$ cat src/hdl/mcmf_pkg.sv
package mcmf_pkg;

   // Widths of the pixel channels, the packed color and the reported count.
   localparam int CHAN_W       = 8;
   localparam int COLOR_W      = 3 * CHAN_W;
   localparam int MODE_COUNT_W = 22;

   // Bit positions of the channels inside the packed color.
   localparam int BLUE_LSB  = 16;
   localparam int GREEN_LSB = 8;
   localparam int RED_LSB   = 0;

   // Controller states.
   typedef enum logic [1:0] {
      ST_RUN,
      ST_SCAN,
      ST_HOLD
   } state_type;

   // Commands from the controller to the datapath.
   typedef struct packed {
      logic count_pixel;
      logic scan_start;
      logic scan_step;
      logic load_out;
      logic clear_table;
   } cmd_type;

   // Status from the datapath to the controller.
   typedef struct packed {
      logic scan_last;
      logic out_free;
   } status_type;

endpackage

$ cat src/hdl/mcmf_channels.sv
// Pixel channel: one pixel per transfer.
interface mcmf_req_if;
   logic                        valid;
   logic                        ready;
   logic [mcmf_pkg::CHAN_W-1:0] blue;
   logic [mcmf_pkg::CHAN_W-1:0] green;
   logic [mcmf_pkg::CHAN_W-1:0] red;
   logic                        in_mask;
   logic                        last_pixel;

   modport source (output valid, blue, green, red, in_mask, last_pixel, input ready);
   modport sink   (input valid, blue, green, red, in_mask, last_pixel, output ready);
endinterface

// Result channel: one mode result per region.
interface mcmf_rsp_if;
   logic                              valid;
   logic                              ready;
   logic [mcmf_pkg::CHAN_W-1:0]       mode_blue;
   logic [mcmf_pkg::CHAN_W-1:0]       mode_green;
   logic [mcmf_pkg::CHAN_W-1:0]       mode_red;
   logic [mcmf_pkg::MODE_COUNT_W-1:0] mode_count;
   logic                              table_overflow;

   modport source (output valid, mode_blue, mode_green, mode_red, mode_count,
                   table_overflow, input ready);
   modport sink   (input valid, mode_blue, mode_green, mode_red, mode_count,
                   table_overflow, output ready);
endinterface

$ cat src/hdl/mcmf_ctrl.sv
module mcmf_ctrl (
   input  logic                  clock,
   input  logic                  reset,
   input  logic                  req_valid,
   input  logic                  req_in_mask,
   input  logic                  req_last_pixel,
   input  mcmf_pkg::status_type  status,
   output logic                  req_ready,
   output mcmf_pkg::cmd_type     cmd
);

   mcmf_pkg::state_type state_ff;
   mcmf_pkg::state_type state_in;
   logic                pixel_xfer;

   assign req_ready  = (state_ff == mcmf_pkg::ST_RUN);
   assign pixel_xfer = req_valid && req_ready;

   // State register.
   always_ff @(posedge clock) begin
      if (reset) begin
         state_ff <= mcmf_pkg::ST_RUN;
      end else begin
         state_ff <= state_in;
      end
   end

   // Next state: a last pixel starts the scan, the scan ends in a wait for the
   // output register.
   always_comb begin
      state_in = state_ff;
      case (state_ff)
         mcmf_pkg::ST_RUN: begin
            if (pixel_xfer && req_last_pixel) begin
               state_in = mcmf_pkg::ST_SCAN;
            end
         end
         mcmf_pkg::ST_SCAN: begin
            if (status.scan_last) begin
               state_in = mcmf_pkg::ST_HOLD;
            end
         end
         mcmf_pkg::ST_HOLD: begin
            if (status.out_free) begin
               state_in = mcmf_pkg::ST_RUN;
            end
         end
         default: begin
            state_in = mcmf_pkg::ST_RUN;
         end
      endcase
   end

   // Commands to the datapath.
   always_comb begin
      cmd = '0;
      case (state_ff)
         mcmf_pkg::ST_RUN: begin
            cmd.count_pixel = pixel_xfer && req_in_mask;
            cmd.scan_start  = pixel_xfer && req_last_pixel;
         end
         mcmf_pkg::ST_SCAN: begin
            cmd.scan_step = 1'b1;
         end
         mcmf_pkg::ST_HOLD: begin
            cmd.load_out    = status.out_free;
            cmd.clear_table = status.out_free;
         end
         default: begin
            cmd = '0;
         end
      endcase
   end

endmodule

$ cat src/hdl/mcmf_datapath.sv
module mcmf_datapath #(
   parameter int TABLE_ENTRIES = 32,
   parameter int COUNT_BITS    = 22
) (
   input  logic                              clock,
   input  logic                              reset,
   input  mcmf_pkg::cmd_type                 cmd,
   output mcmf_pkg::status_type              status,
   input  logic [mcmf_pkg::CHAN_W-1:0]       pix_blue,
   input  logic [mcmf_pkg::CHAN_W-1:0]       pix_green,
   input  logic [mcmf_pkg::CHAN_W-1:0]       pix_red,
   input  logic                              rsp_ready,
   output logic                              rsp_valid,
   output logic [mcmf_pkg::CHAN_W-1:0]       mode_blue,
   output logic [mcmf_pkg::CHAN_W-1:0]       mode_green,
   output logic [mcmf_pkg::CHAN_W-1:0]       mode_red,
   output logic [mcmf_pkg::MODE_COUNT_W-1:0] mode_count,
   output logic                              table_overflow
);

   localparam int IDX_W  = (TABLE_ENTRIES > 1) ? $clog2(TABLE_ENTRIES) : 1;
   localparam int USED_W = $clog2(TABLE_ENTRIES + 1);
   localparam logic [COUNT_BITS-1:0] COUNT_MAX = {COUNT_BITS{1'b1}};

   // Table lanes: one color, count and valid bit per entry.
   logic [mcmf_pkg::COLOR_W-1:0] color_ff [TABLE_ENTRIES];
   logic [COUNT_BITS-1:0]        count_ff [TABLE_ENTRIES];
   logic [TABLE_ENTRIES-1:0]     valid_ff;
   logic [TABLE_ENTRIES-1:0]     hit;

   logic [USED_W-1:0]            used_ff;
   logic                         overflow_ff;

   // Scan state.
   logic [IDX_W-1:0]             scan_idx_ff;
   logic [COUNT_BITS-1:0]        best_count_ff;
   logic [mcmf_pkg::COLOR_W-1:0] best_color_ff;

   // Output register.
   logic                              out_valid_ff;
   logic [mcmf_pkg::COLOR_W-1:0]      out_color_ff;
   logic [mcmf_pkg::MODE_COUNT_W-1:0] out_count_ff;
   logic                              out_overflow_ff;

   logic [mcmf_pkg::COLOR_W-1:0]                  pix_color;
   logic                                          any_hit;
   logic                                          table_full;
   logic                                          do_insert;
   logic [IDX_W-1:0]                              ins_idx;
   logic [COUNT_BITS+mcmf_pkg::MODE_COUNT_W-1:0]  best_count_ext;

   assign pix_color  = {pix_blue, pix_green, pix_red};
   assign any_hit    = |hit;
   assign table_full = (used_ff == USED_W'(TABLE_ENTRIES));
   assign do_insert  = cmd.count_pixel && !any_hit && !table_full;
   assign ins_idx    = used_ff[IDX_W-1:0];

   // Associative match and per-entry update, all lanes in parallel.
   for (genvar i = 0; i < TABLE_ENTRIES; i++) begin : g_lane
      assign hit[i] = valid_ff[i] && (color_ff[i] == pix_color);

      always_ff @(posedge clock) begin
         if (reset) begin
            valid_ff[i] <= 1'b0;
         end else if (cmd.clear_table) begin
            valid_ff[i] <= 1'b0;
         end else if (do_insert && (ins_idx == IDX_W'(i))) begin
            valid_ff[i] <= 1'b1;
         end
      end

      always_ff @(posedge clock) begin
         if (do_insert && (ins_idx == IDX_W'(i))) begin
            color_ff[i] <= pix_color;
            count_ff[i] <= COUNT_BITS'(1);
         end else if (cmd.count_pixel && hit[i] && (count_ff[i] != COUNT_MAX)) begin
            count_ff[i] <= count_ff[i] + COUNT_BITS'(1);
         end
      end
   end

   // Fill count and overflow flag.
   always_ff @(posedge clock) begin
      if (reset) begin
         used_ff     <= '0;
         overflow_ff <= 1'b0;
      end else if (cmd.clear_table) begin
         used_ff     <= '0;
         overflow_ff <= 1'b0;
      end else if (cmd.count_pixel && !any_hit) begin
         if (table_full) begin
            overflow_ff <= 1'b1;
         end else begin
            used_ff <= used_ff + USED_W'(1);
         end
      end
   end

   // Maximum scan, one entry per cycle in insertion order; only a strictly
   // greater count replaces the best, so ties keep the earlier color.
   always_ff @(posedge clock) begin
      if (cmd.scan_start) begin
         scan_idx_ff   <= '0;
         best_count_ff <= '0;
         best_color_ff <= '0;
      end else if (cmd.scan_step) begin
         scan_idx_ff <= scan_idx_ff + IDX_W'(1);
         if (valid_ff[scan_idx_ff] && (count_ff[scan_idx_ff] > best_count_ff)) begin
            best_count_ff <= count_ff[scan_idx_ff];
            best_color_ff <= color_ff[scan_idx_ff];
         end
      end
   end

   assign best_count_ext = {{mcmf_pkg::MODE_COUNT_W{1'b0}}, best_count_ff};

   // Output register valid flag.
   always_ff @(posedge clock) begin
      if (reset) begin
         out_valid_ff <= 1'b0;
      end else if (cmd.load_out) begin
         out_valid_ff <= 1'b1;
      end else if (rsp_ready) begin
         out_valid_ff <= 1'b0;
      end
   end

   // Output register payload.
   always_ff @(posedge clock) begin
      if (cmd.load_out) begin
         out_color_ff    <= best_color_ff;
         out_count_ff    <= best_count_ext[mcmf_pkg::MODE_COUNT_W-1:0];
         out_overflow_ff <= overflow_ff;
      end
   end

   assign status.scan_last = (scan_idx_ff == IDX_W'(TABLE_ENTRIES - 1));
   assign status.out_free  = !out_valid_ff || rsp_ready;

   assign rsp_valid      = out_valid_ff;
   assign mode_blue      = out_color_ff[mcmf_pkg::BLUE_LSB +: mcmf_pkg::CHAN_W];
   assign mode_green     = out_color_ff[mcmf_pkg::GREEN_LSB +: mcmf_pkg::CHAN_W];
   assign mode_red       = out_color_ff[mcmf_pkg::RED_LSB +: mcmf_pkg::CHAN_W];
   assign mode_count     = out_count_ff;
   assign table_overflow = out_overflow_ff;

   // The fill count never passes the table size.
   a_used_bound: assert property (@(posedge clock) disable iff (reset)
      used_ff <= USED_W'(TABLE_ENTRIES))
      else $error("fill count exceeds table size");

   // Stored colors are distinct, so a pixel matches at most one entry.
   a_single_hit: assert property (@(posedge clock) disable iff (reset)
      cmd.count_pixel |-> $onehot0(hit))
      else $error("pixel matched more than one entry");

   // Clearing empties the table and drops the overflow flag.
   a_clear: assert property (@(posedge clock) disable iff (reset)
      cmd.clear_table |=> (used_ff == '0) && !overflow_ff && (valid_ff == '0))
      else $error("table not empty after clear");

   // A new result is never loaded over one that is still waiting.
   a_load_free: assert property (@(posedge clock) disable iff (reset)
      cmd.load_out |-> (!out_valid_ff || rsp_ready))
      else $error("result overwritten before transfer");

endmodule

$ cat src/hdl/masked_color_mode_finder.sv
// Masked color mode finder.
// Pixels arrive on req_chan, one per transfer, as blue, green and red channels
// with a mask bit and a last flag. Each masked pixel is matched against a table
// of up to TABLE_ENTRIES distinct colors; a hit bumps a saturating count, a miss
// inserts the color, and a miss on a full table sets the overflow flag.
// Outside the scan and the wait for the output register, pixels are taken
// at one per cycle; matching and update happen in the cycle of the transfer,
// across all table entries in parallel. A last_pixel transfer starts a scan
// of the table, one entry per cycle; once the scan is over and the output
// register is free, the result is loaded and shows on rsp_chan the cycle
// after. No pixels are taken during the scan. The table is emptied when the
// result is loaded, and pixels of the next region are taken at once.
// The result waits in its output register while the receiver stalls; pixels
// keep flowing, and only after the next region's scan does the block stop
// taking pixels until the previous result has been transferred.
// An empty mask gives color 0 with count 0. Ties go to the earliest inserted
// color. Reset empties the table and drops any pending result.
module masked_color_mode_finder #(
   parameter int TABLE_ENTRIES = 32,
   parameter int COUNT_BITS    = 22
) (
   input logic        clock,
   input logic        reset,
   mcmf_req_if.sink   req_chan,
   mcmf_rsp_if.source rsp_chan
);

   mcmf_pkg::cmd_type    cmd;
   mcmf_pkg::status_type status;

   mcmf_ctrl u_ctrl (
      .clock          (clock),
      .reset          (reset),
      .req_valid      (req_chan.valid),
      .req_in_mask    (req_chan.in_mask),
      .req_last_pixel (req_chan.last_pixel),
      .status         (status),
      .req_ready      (req_chan.ready),
      .cmd            (cmd)
   );

   mcmf_datapath #(
      .TABLE_ENTRIES (TABLE_ENTRIES),
      .COUNT_BITS    (COUNT_BITS)
   ) u_datapath (
      .clock          (clock),
      .reset          (reset),
      .cmd            (cmd),
      .status         (status),
      .pix_blue       (req_chan.blue),
      .pix_green      (req_chan.green),
      .pix_red        (req_chan.red),
      .rsp_ready      (rsp_chan.ready),
      .rsp_valid      (rsp_chan.valid),
      .mode_blue      (rsp_chan.mode_blue),
      .mode_green     (rsp_chan.mode_green),
      .mode_red       (rsp_chan.mode_red),
      .mode_count     (rsp_chan.mode_count),
      .table_overflow (rsp_chan.table_overflow)
   );

endmodule

$ cat src/flat_wrapper.sv
// flat-port wrapper written by rule: the top's interface ports become plain ports
module masked_color_mode_finder_flat 
#(
   parameter int TABLE_ENTRIES = 32,
   parameter int COUNT_BITS    = 22
)
  (clock, reset, req_chan_valid, req_chan_blue, req_chan_green, req_chan_red, req_chan_in_mask, req_chan_last_pixel, req_chan_ready, rsp_chan_valid, rsp_chan_mode_blue, rsp_chan_mode_green, rsp_chan_mode_red, rsp_chan_mode_count, rsp_chan_table_overflow, rsp_chan_ready);
  mcmf_req_if req_chan_i ();
  mcmf_rsp_if rsp_chan_i ();
  input logic clock;
  input logic reset;
  input wire logic [$bits(req_chan_i.valid)-1:0] req_chan_valid;
  input wire logic [$bits(req_chan_i.blue)-1:0] req_chan_blue;
  input wire logic [$bits(req_chan_i.green)-1:0] req_chan_green;
  input wire logic [$bits(req_chan_i.red)-1:0] req_chan_red;
  input wire logic [$bits(req_chan_i.in_mask)-1:0] req_chan_in_mask;
  input wire logic [$bits(req_chan_i.last_pixel)-1:0] req_chan_last_pixel;
  output wire logic [$bits(req_chan_i.ready)-1:0] req_chan_ready;
  output wire logic [$bits(rsp_chan_i.valid)-1:0] rsp_chan_valid;
  output wire logic [$bits(rsp_chan_i.mode_blue)-1:0] rsp_chan_mode_blue;
  output wire logic [$bits(rsp_chan_i.mode_green)-1:0] rsp_chan_mode_green;
  output wire logic [$bits(rsp_chan_i.mode_red)-1:0] rsp_chan_mode_red;
  output wire logic [$bits(rsp_chan_i.mode_count)-1:0] rsp_chan_mode_count;
  output wire logic [$bits(rsp_chan_i.table_overflow)-1:0] rsp_chan_table_overflow;
  input wire logic [$bits(rsp_chan_i.ready)-1:0] rsp_chan_ready;
  assign req_chan_i.valid = req_chan_valid;
  assign req_chan_i.blue = req_chan_blue;
  assign req_chan_i.green = req_chan_green;
  assign req_chan_i.red = req_chan_red;
  assign req_chan_i.in_mask = req_chan_in_mask;
  assign req_chan_i.last_pixel = req_chan_last_pixel;
  assign req_chan_ready = req_chan_i.ready;
  assign rsp_chan_valid = rsp_chan_i.valid;
  assign rsp_chan_mode_blue = rsp_chan_i.mode_blue;
  assign rsp_chan_mode_green = rsp_chan_i.mode_green;
  assign rsp_chan_mode_red = rsp_chan_i.mode_red;
  assign rsp_chan_mode_count = rsp_chan_i.mode_count;
  assign rsp_chan_table_overflow = rsp_chan_i.table_overflow;
  assign rsp_chan_i.ready = rsp_chan_ready;
  masked_color_mode_finder #(.TABLE_ENTRIES(TABLE_ENTRIES), .COUNT_BITS(COUNT_BITS)) u_core (.clock(clock), .reset(reset), .req_chan(req_chan_i), .rsp_chan(rsp_chan_i));
endmodule
$ cat config.mk
export PLATFORM = sky130hd
export DESIGN_NAME = masked_color_mode_finder_flat
export DESIGN_NICKNAME = d
export VERILOG_FILES = /design/src/hdl/mcmf_pkg.sv /design/src/hdl/mcmf_channels.sv /design/src/hdl/mcmf_ctrl.sv /design/src/hdl/mcmf_datapath.sv /design/src/hdl/masked_color_mode_finder.sv /design/src/flat_wrapper.sv
export SDC_FILE = /design/constraint.sdc
export NUM_CORES = 2
export LEC_CHECK = 0
export BUFFER_PORTS_ARGS = -buffer_cell sky130_fd_sc_hd__buf_2
export CAP_MARGIN = 20
export CORE_UTILIZATION = 40
export DETAILED_ROUTE_END_ITERATION = 10
export PLACE_DENSITY = 0.56
export SYNTH_ARGS = -nofsm -noshare
export SYNTH_HDL_FRONTEND = slang
export SYNTH_HIERARCHICAL = 1
export SYNTH_SLANG_ARGS = --single-unit
$ cat constraint.sdc
create_clock -name clock -period 8.5 [get_ports clock]
set_input_delay 2.55 -clock clock [delete_from_list [all_inputs] [get_ports clock]]
set_output_delay 2.55 -clock clock [all_outputs]
set_load 0.02 [all_outputs]
== Yosys cells after proc, flatten, opt, wreduce, memory -nomap -nowiden ==
Memory sizes are Yosys's and may differ from the RTL's. A register that Yosys moved wholly into a read port is not among the register bits.
Cells that the tools add are included.

* Add/sub/neg operators: 34
* $lt $le $gt $ge: 2
* Eq/ne operators: 102
* Multiplexer cells: 298
* Bitwise gates (word level): 33
* Reduce and logical (&&, ||, !) cells: 178

{| class="wikitable"
|+ Operators by type and width
! kind !! count
|-
| equality test 24 bit || 32
|-
| 2-to-1 mux 24 bit || 31
|-
| OR reduction 24 bit || 31
|-
| adder 22 x 1 -> 22 bit (second input constant) || 32
|-
| 2-to-1 mux 22 bit || 32
|-
| != test 22 bit (second input constant) || 32
|-
| 2-to-1 mux 1 bit || 195
|-
| 2-to-1 mux 5 bit || 33
|-
| logical AND 1 bit || 134
|-
| equality test 5 bit (second input constant) || 17
|-
| equality test 5 x 4 -> 1 bit (second input constant) || 8
|-
| bitwise OR 1 bit || 32
|-
| OR reduction 32 bit || 1
|-
| greater-than comparator 22 bit || 1
|-
| equality test 5 x 3 -> 1 bit (second input constant) || 4
|-
| equality test 5 x 2 -> 1 bit (second input constant) || 2
|-
| 2-to-1 mux 2 bit || 5
|-
| adder 6 x 1 -> 6 bit (second input constant) || 1
|-
| equality test 6 bit (second input constant) || 1
|-
| less-than comparator 5 x 6 -> 1 bit (second input constant) || 1
|-
| one-hot mux 2 bit (3 select lines) || 1
|-
| AND reduction 2 bit || 3
|-
| adder 5 x 1 -> 5 bit (second input constant) || 1
|-
| binary-select mux 1 bit (select 5 bit) || 1
|-
| other kinds (13) || 16
|}

* Flip-flop bits (word level): 116
* Memory bits (writable): 1,472
* Input port bits: 30
* Logic and storage cells: 690
* Memories: 2

{| class="wikitable"
|+ Memory list
! name !! depth !! width !! read ports !! clocked after memory_dff !! write ports !! line !! text
|-
| u_core.u_datapath.color_ff || 32 || 24 || 33 || 1 || 1 || mcmf_datapath.sv:26 || <nowiki>logic [mcmf_pkg::COLOR_W-1:0] color_ff [TABLE_ENTRIES];</nowiki>
|-
| u_core.u_datapath.count_ff || 32 || 22 || 33 || 1 || 32 || mcmf_datapath.sv:27 || <nowiki>logic [COUNT_BITS-1:0] count_ff [TABLE_ENTRIES];</nowiki>
|}

== Logic depth before layout (Yosys ltp) ==
An unclocked memory read counts as a cell.

* Depth after elaboration: 42
* Depth in mapped cells: 19

== Modules after synthesis ==
Netlist, hierarchy kept.

{| class="wikitable"
|+ Modules (own cells, without submodules)
! module !! instances !! cells each !! area an instance (µm²) !! sequential area each (µm²)
|-
| mcmf_datapath || 1 || 6,405 || 85,831.1 || 47,535.6
|-
| mcmf_ctrl || 1 || 15 || 126.4 || 40.0
|}

== Worst setup path after synthesis ==
No wires, ideal clock.

* Kind: input -> register
* Start: in req_chan_blue[6]
* End: mem u_core.u_datapath.count_ff[0][0] (enable)
* Data arrival time: 7,181 ps
* Data required time: 8,118 ps
* Slack: 937 ps
* Stages: 12
* Path buffers: 4
* Cells stage by stage: buf_4 > buf_8 > buf_12 > xor2_2 > nor3_1 > nand4_1 > nand4_1 > nor4_2 > nand4_2 > buf_2 > nor4_1 > nand2b_1

{| class="wikitable"
|+ RTL lines
! element !! line !! text
|-
| start: declaration || flat_wrapper.sv:13 || <nowiki>input wire logic [$bits(req_chan_i.blue)-1:0] req_chan_blue;</nowiki>
|-
| end: declaration || mcmf_datapath.sv:27 ||
|}

== Worst setup path in the final report ==
* Start: in req_chan_blue[1]
* End: mem u_core/u_datapath/color_ff[4][21] (netlist name) (enable)

* Longest elaborated chain between the ends: 41
* Elaborated cells between the ends (all ways): 257
* Classes of those cells: eq/ne (32); mux (126); reduce/logical (99)

{| class="wikitable"
|+ Ends and longest elaborated chain
! element !! line !! text
|-
| equality test 24 bit || mcmf_datapath.sv:60 || <nowiki>assign hit[i] = valid_ff[i] && (color_ff[i] == pix_color);</nowiki>
|-
| logical AND 1 bit || mcmf_datapath.sv:60 ||
|-
| OR reduction 32 bit * || mcmf_datapath.sv:53 || <nowiki>assign any_hit = |hit;</nowiki>
|-
| zero test 1 bit * || mcmf_datapath.sv:55 || <nowiki>assign do_insert = cmd.count_pixel && !any_hit && !table_full;</nowiki>
|-
| logical AND 1 bit * (2 in series) || mcmf_datapath.sv:55 ||
|-
| logical AND 1 bit || mcmf_datapath.sv:73 || <nowiki>if (do_insert && (ins_idx == IDX_W'(i))) begin</nowiki>
|-
| 2-to-1 mux 1 bit || mcmf_datapath.sv:73 ||
|-
| 2-to-1 mux 1 bit (implied by the code) || mcmf_datapath.sv:74 || <nowiki>color_ff[i] <= pix_color;</nowiki>
|-
| OR reduction 24 bit (no line) || -- ||
|-
| 2-to-1 mux 5 bit (no line) or 2-to-1 mux 1 bit (tied branches) (31 in series) || -- ||
|-
| end: declaration || mcmf_datapath.sv:26 ||
|}

Every way passes the cells marked *; elsewhere a longest branch is shown, timed or not.

==> results by group <==
Run status
  – Outcome: finished, final reports clean

Detailed routing
  – Vias: 55460
  – Post-DRT Antenna Nets: 0
  – Top Layer Used: met5
  – DRC: 0
  – Iter 0 DRT Violations: 6603
  – M1 wire length: 117200 um
  – Via/cell ratio: 5.844
  – Routed wire length: 276000 um
  – Metal2 WL: 126000 um
  – Met3 WL: 22510 um
  – Drt first pass iters: 5
  – Routed WL per cell: 29.09 um

Worst setup path
  – CP max stage cell: nor2_2
  – CP Buf/Inv Count: 4
  – Crit path max fanout: 49
  – Worst path depth: 13
  – Worst-path cell chain: buf_4, buf_4, xnor2_1, nand4_1, nor4_1, nand4_1, nand4_1, nor4_2, nand4_2, buf_4, or2_1, nor2_2, buf_4
  – Most frequent CP cell: buf_4
  – Startpoint types: primary input
  – Worst reg2reg path endpoint: u_core/u_datapath/best_color_ff[5]$_SDFFE_PP0P_
  – CP delay by family, top: simple AND/OR/NAND/NOR gates
  – CP Capture Type: flip-flop
  – CP max stage delay: 860 ps
  – Reg2reg path depth: 15
  – Internal reg-to-reg setup slack: 2900 ps
  – Crit path kind: primary input to flip-flop
  – Arr. time, crit path: 7160 ps
  – Critical Path RT: 9030 ps

Clock network
  – CTS tree: yes
  – Clk slew on worst S/H paths: 60 ps
  – Hold Buf Count CTS: 0
  – Worst-Skew Late Latency: 850 ps
  – Max Root-Sink Buffers: 3
  – # clock sinks: 1617
  – Htree depth: 4
  – CTS root buffer: clkbuf_16
  – Resized cells post-CTS: 0
  – Num CTS Buffers: 179
  – Post-CTS Setup Inserts: 0

Yosys
  – Avg Synthesized Cell Area: 13.39 um^2
  – Yosys top cell by area: edfxtp_1
  – Mapped Nets: 6512
  – Ys async rst share: 0%
  – Share of the synthesized area in the top cell type: 53.07%
  – Synth Warn #: 6
  – Cells after Synth: 6420
  – Top cells by area, synth: edfxtp_1 53%, mux4_2 12%, xor2_1 7.5%
  – Synth cell types: 62
  – Sequential area share after synthesis: 55.35%
  – Area of the mapped netlist: 0.08596 mm^2
  – Number of flops mapped to enable cells by yosys: 1519
  – Register bit count reported by yosys: 1617
  – Primary FF master, synth: edfxtp_1

Placement
  – Post-place setup slack: 933.7 ps
  – Placed cell areas: 0.08973 mm^2
  – GP Congestion: 0.9716
  – Placed Instances: 9140
  – I/O Buffers: 78
  – HPWL Detailed: 200600 um

Power
  – Peak supply drop: 249.8 uV
  – Leak: 29.96 nW
  – Power per Cell Area: 210.3 mW/mm^2

Floorplan
  – Die Area: 0.2168 mm^2
  – # rows: 169
  – Initial Util: 40.41%
  – CORE AREA: 0.2127 mm^2
  – Die Wd: 465.6 um
  – Io pins: 79
  – Die height: 465.6 um

Global route
  – Antenna violations before repair: 13
  – First-pass GRT wire length: 395500 um
  – Largest net degree at the start of global routing: 108
  – Gr usage total: 25.27%
  – Vias in the first global route: 53010
  – GRT overflow: 0

STA
  – Fin crit period: 6639 ps
  – Endpoints failing hold: 0
  – Final Skew: 39.24 ps
  – RSZ-0062 raised after global routing: false
  – Endpoints failing setup: 0
  – Worst Max-Slew Pin Slew: 1216 ps
  – Final max-slew violation count: 0
  – Slew headroom: 18.34%
  – Setup TNS Final: 0 ps
  – Fin worst setup slack: 1861 ps
  – Crit share post-route: 78.11%
  – Fmax: 150.6 MHz

Finish
  – Finished Cell Area: 0.09564 mm^2
  – Multi-input logic area: 0.03640 mm^2
  – Total Nets Final: 6604
  – Syn-to-layout area delta: 11.27%
  – Share of layout cells above drive strength 1: 16.57%
  – Commonest non-fill, non-tap cell in the layout: edfxtp_1
  – Commonest cells after routing, fill and taps aside: 1519 x edfxtp_1, 885 x nor2_1, 735 x xor2_1, 670 x xnor2_1, 470 x mux4_2
  – Reg area: 0.04760 mm^2
  – Fillers: 19200
  – Final Non-Filler Cells: 9490

Worst hold path
  – WHS Endpoint: u_core/u_datapath/out_color_ff[14]$_DFFE_PP_
  – HP Start: u_core/u_datapath/best_color_ff[14]$_SDFFE_PP0P_
  – Worst hold path type: flip-flop to flip-flop
  – Hold Path Cell Cnt: 0

Flow run
  – Number of max-cap violations: 0
how the worst max path moves through the flow:
stage | from | to | slack (ps)
floorplan | req_chan_blue[6] | u_core/u_datapath/count_ff[0][0]$_SDFFCE_PN1P_ | 940
global placement | req_chan_blue[1] | u_core/u_datapath/count_ff[11][12]$_SDFFCE_PN0P_ | 1000
detailed placement | req_chan_blue[1] | u_core/u_datapath/count_ff[9][11]$_SDFFCE_PN0P_ | 930
CTS | req_chan_blue[1] | u_core/u_datapath/count_ff[9][15]$_SDFFCE_PN0P_ | 1850
global route | req_chan_blue[1] | u_core/u_datapath/color_ff[4][12]$_DFFE_PP_ | 1820
finish | req_chan_blue[1] | u_core/u_datapath/color_ff[4][21]$_DFFE_PP_ | 1860
synth_stat cells, types with 3 or more instances:
cell type / count
and2_1: 22
o21ai_2: 10
a211oi_1: 15
nand4_1: 277
o21a_1: 7
nand3_1: 309
mux2_2: 21
and3_1: 123
nor4_1: 108
nor2_1: 899
a41o_1: 4
or3_1: 4
dfxtp_1: 98
a21oi_1: 14
inv_1: 105
o31ai_1: 16
and4_1: 35
a211oi_2: 11
mux2i_1: 49
or2_2: 11
nor2b_1: 3
nor3_1: 93
buf_1: 20
buf_4: 50
mux4_2: 470
o41ai_1: 8
o21ai_0: 9
edfxtp_1: 1519
clkbuf_1: 155
xor2_1: 735
nand2_1: 319
nand2b_1: 16
xnor2_1: 670
buf_2: 47
o31ai_2: 16
buf_8: 9
a21o_1: 6
buf_6: 44
ha_1: 62
area by class of cell:
| cell class | count | area share (%) |
|---|---|---|
| Antenna cell | 6 | 0.01570 |
| Clock buffer | 234 | 5.069 |
| Clock inverter | 98 | 0.9013 |
| Inverter | 105 | 0.4121 |
| Multi-Input combinational cell | 4372 | 38.05 |
| Sequential cell | 1617 | 49.77 |
| Tap cell | 2821 | 3.690 |
| Timing Repair Buffer | 237 | 2.088 |
registers in the layout, indices dropped and copies added (netlist names), named ones only:
register                          flops
u_core/u_datapath/used_ff             6
u_core/u_ctrl/state_ff                2
u_core/u_datapath/valid_ff           32
u_core/u_datapath/best_count_ff      22
u_core/u_datapath/scan_idx_ff         5
u_core/u_datapath/best_color_ff      24
u_core/u_datapath/out_color_ff       24
u_core/u_datapath/color_ff          768
u_core/u_datapath/overflow_ff         1
u_core/u_datapath/rsp_valid           1
u_core/u_datapath/count_ff          704
u_core/u_datapath/table_overflow      1
u_core/u_datapath/mode_count         22
through the flow:
step | hold slack [ps] | utilization, % | total power, W
after floorplan | 409.0 | - | 0.01119
after detailed placement | 416.6 | 42.18 | 0.01256
after global routing | 452.4 | 44.96 | 0.02063
final | 430.7 | 44.96 | 0.02011
after global placement | 417.9 | 42.14 | 0.01256
after CTS | 430.2 | 44.86 | 0.02023
worst register-to-register path, cell delays in order, from the launching register on:
cell	delay [ps]
dfxtp_4	880
buf_4	490
mux4_2	660
mux4_2	550
mux2_2	340
ha_1	310
a21o_1	190
a21oi_1	150
o221ai_1	140
a21oi_1	190
nor2_1	60
a2111oi_0	580
nor3_2	120
buf_4	390
nor2_1	330
a211oi_2	60
kinds of logic after synthesis:
kind of cell,count (synthesis),synth area share [%]
flops,1617,55.35
buf+inv,431,2.690
mux,540,13.16
simple gates,2234,12.27
xor+xnor,1407,14.35
fa+ha+maj,62,0.9025
compound gates,129,1.274
report_power, final:
group	total, W	switching [W]	internal [W]
Combinational	0.00352	0.00204	0.00148
Clock	0.00770	0.00339	0.00432
Sequential	0.00889	0.000189	0.00870
Total	0.0201	0.00561	0.0145
per-layer routing:
layer	vias up	track usage [%]
met4	10	8.516
met3	435	4.220
li1	24050	-
met1	28490	35.99
met5	-	0
met2	2478	39.14
Note: power is estimated with default switching activity, not from simulation.
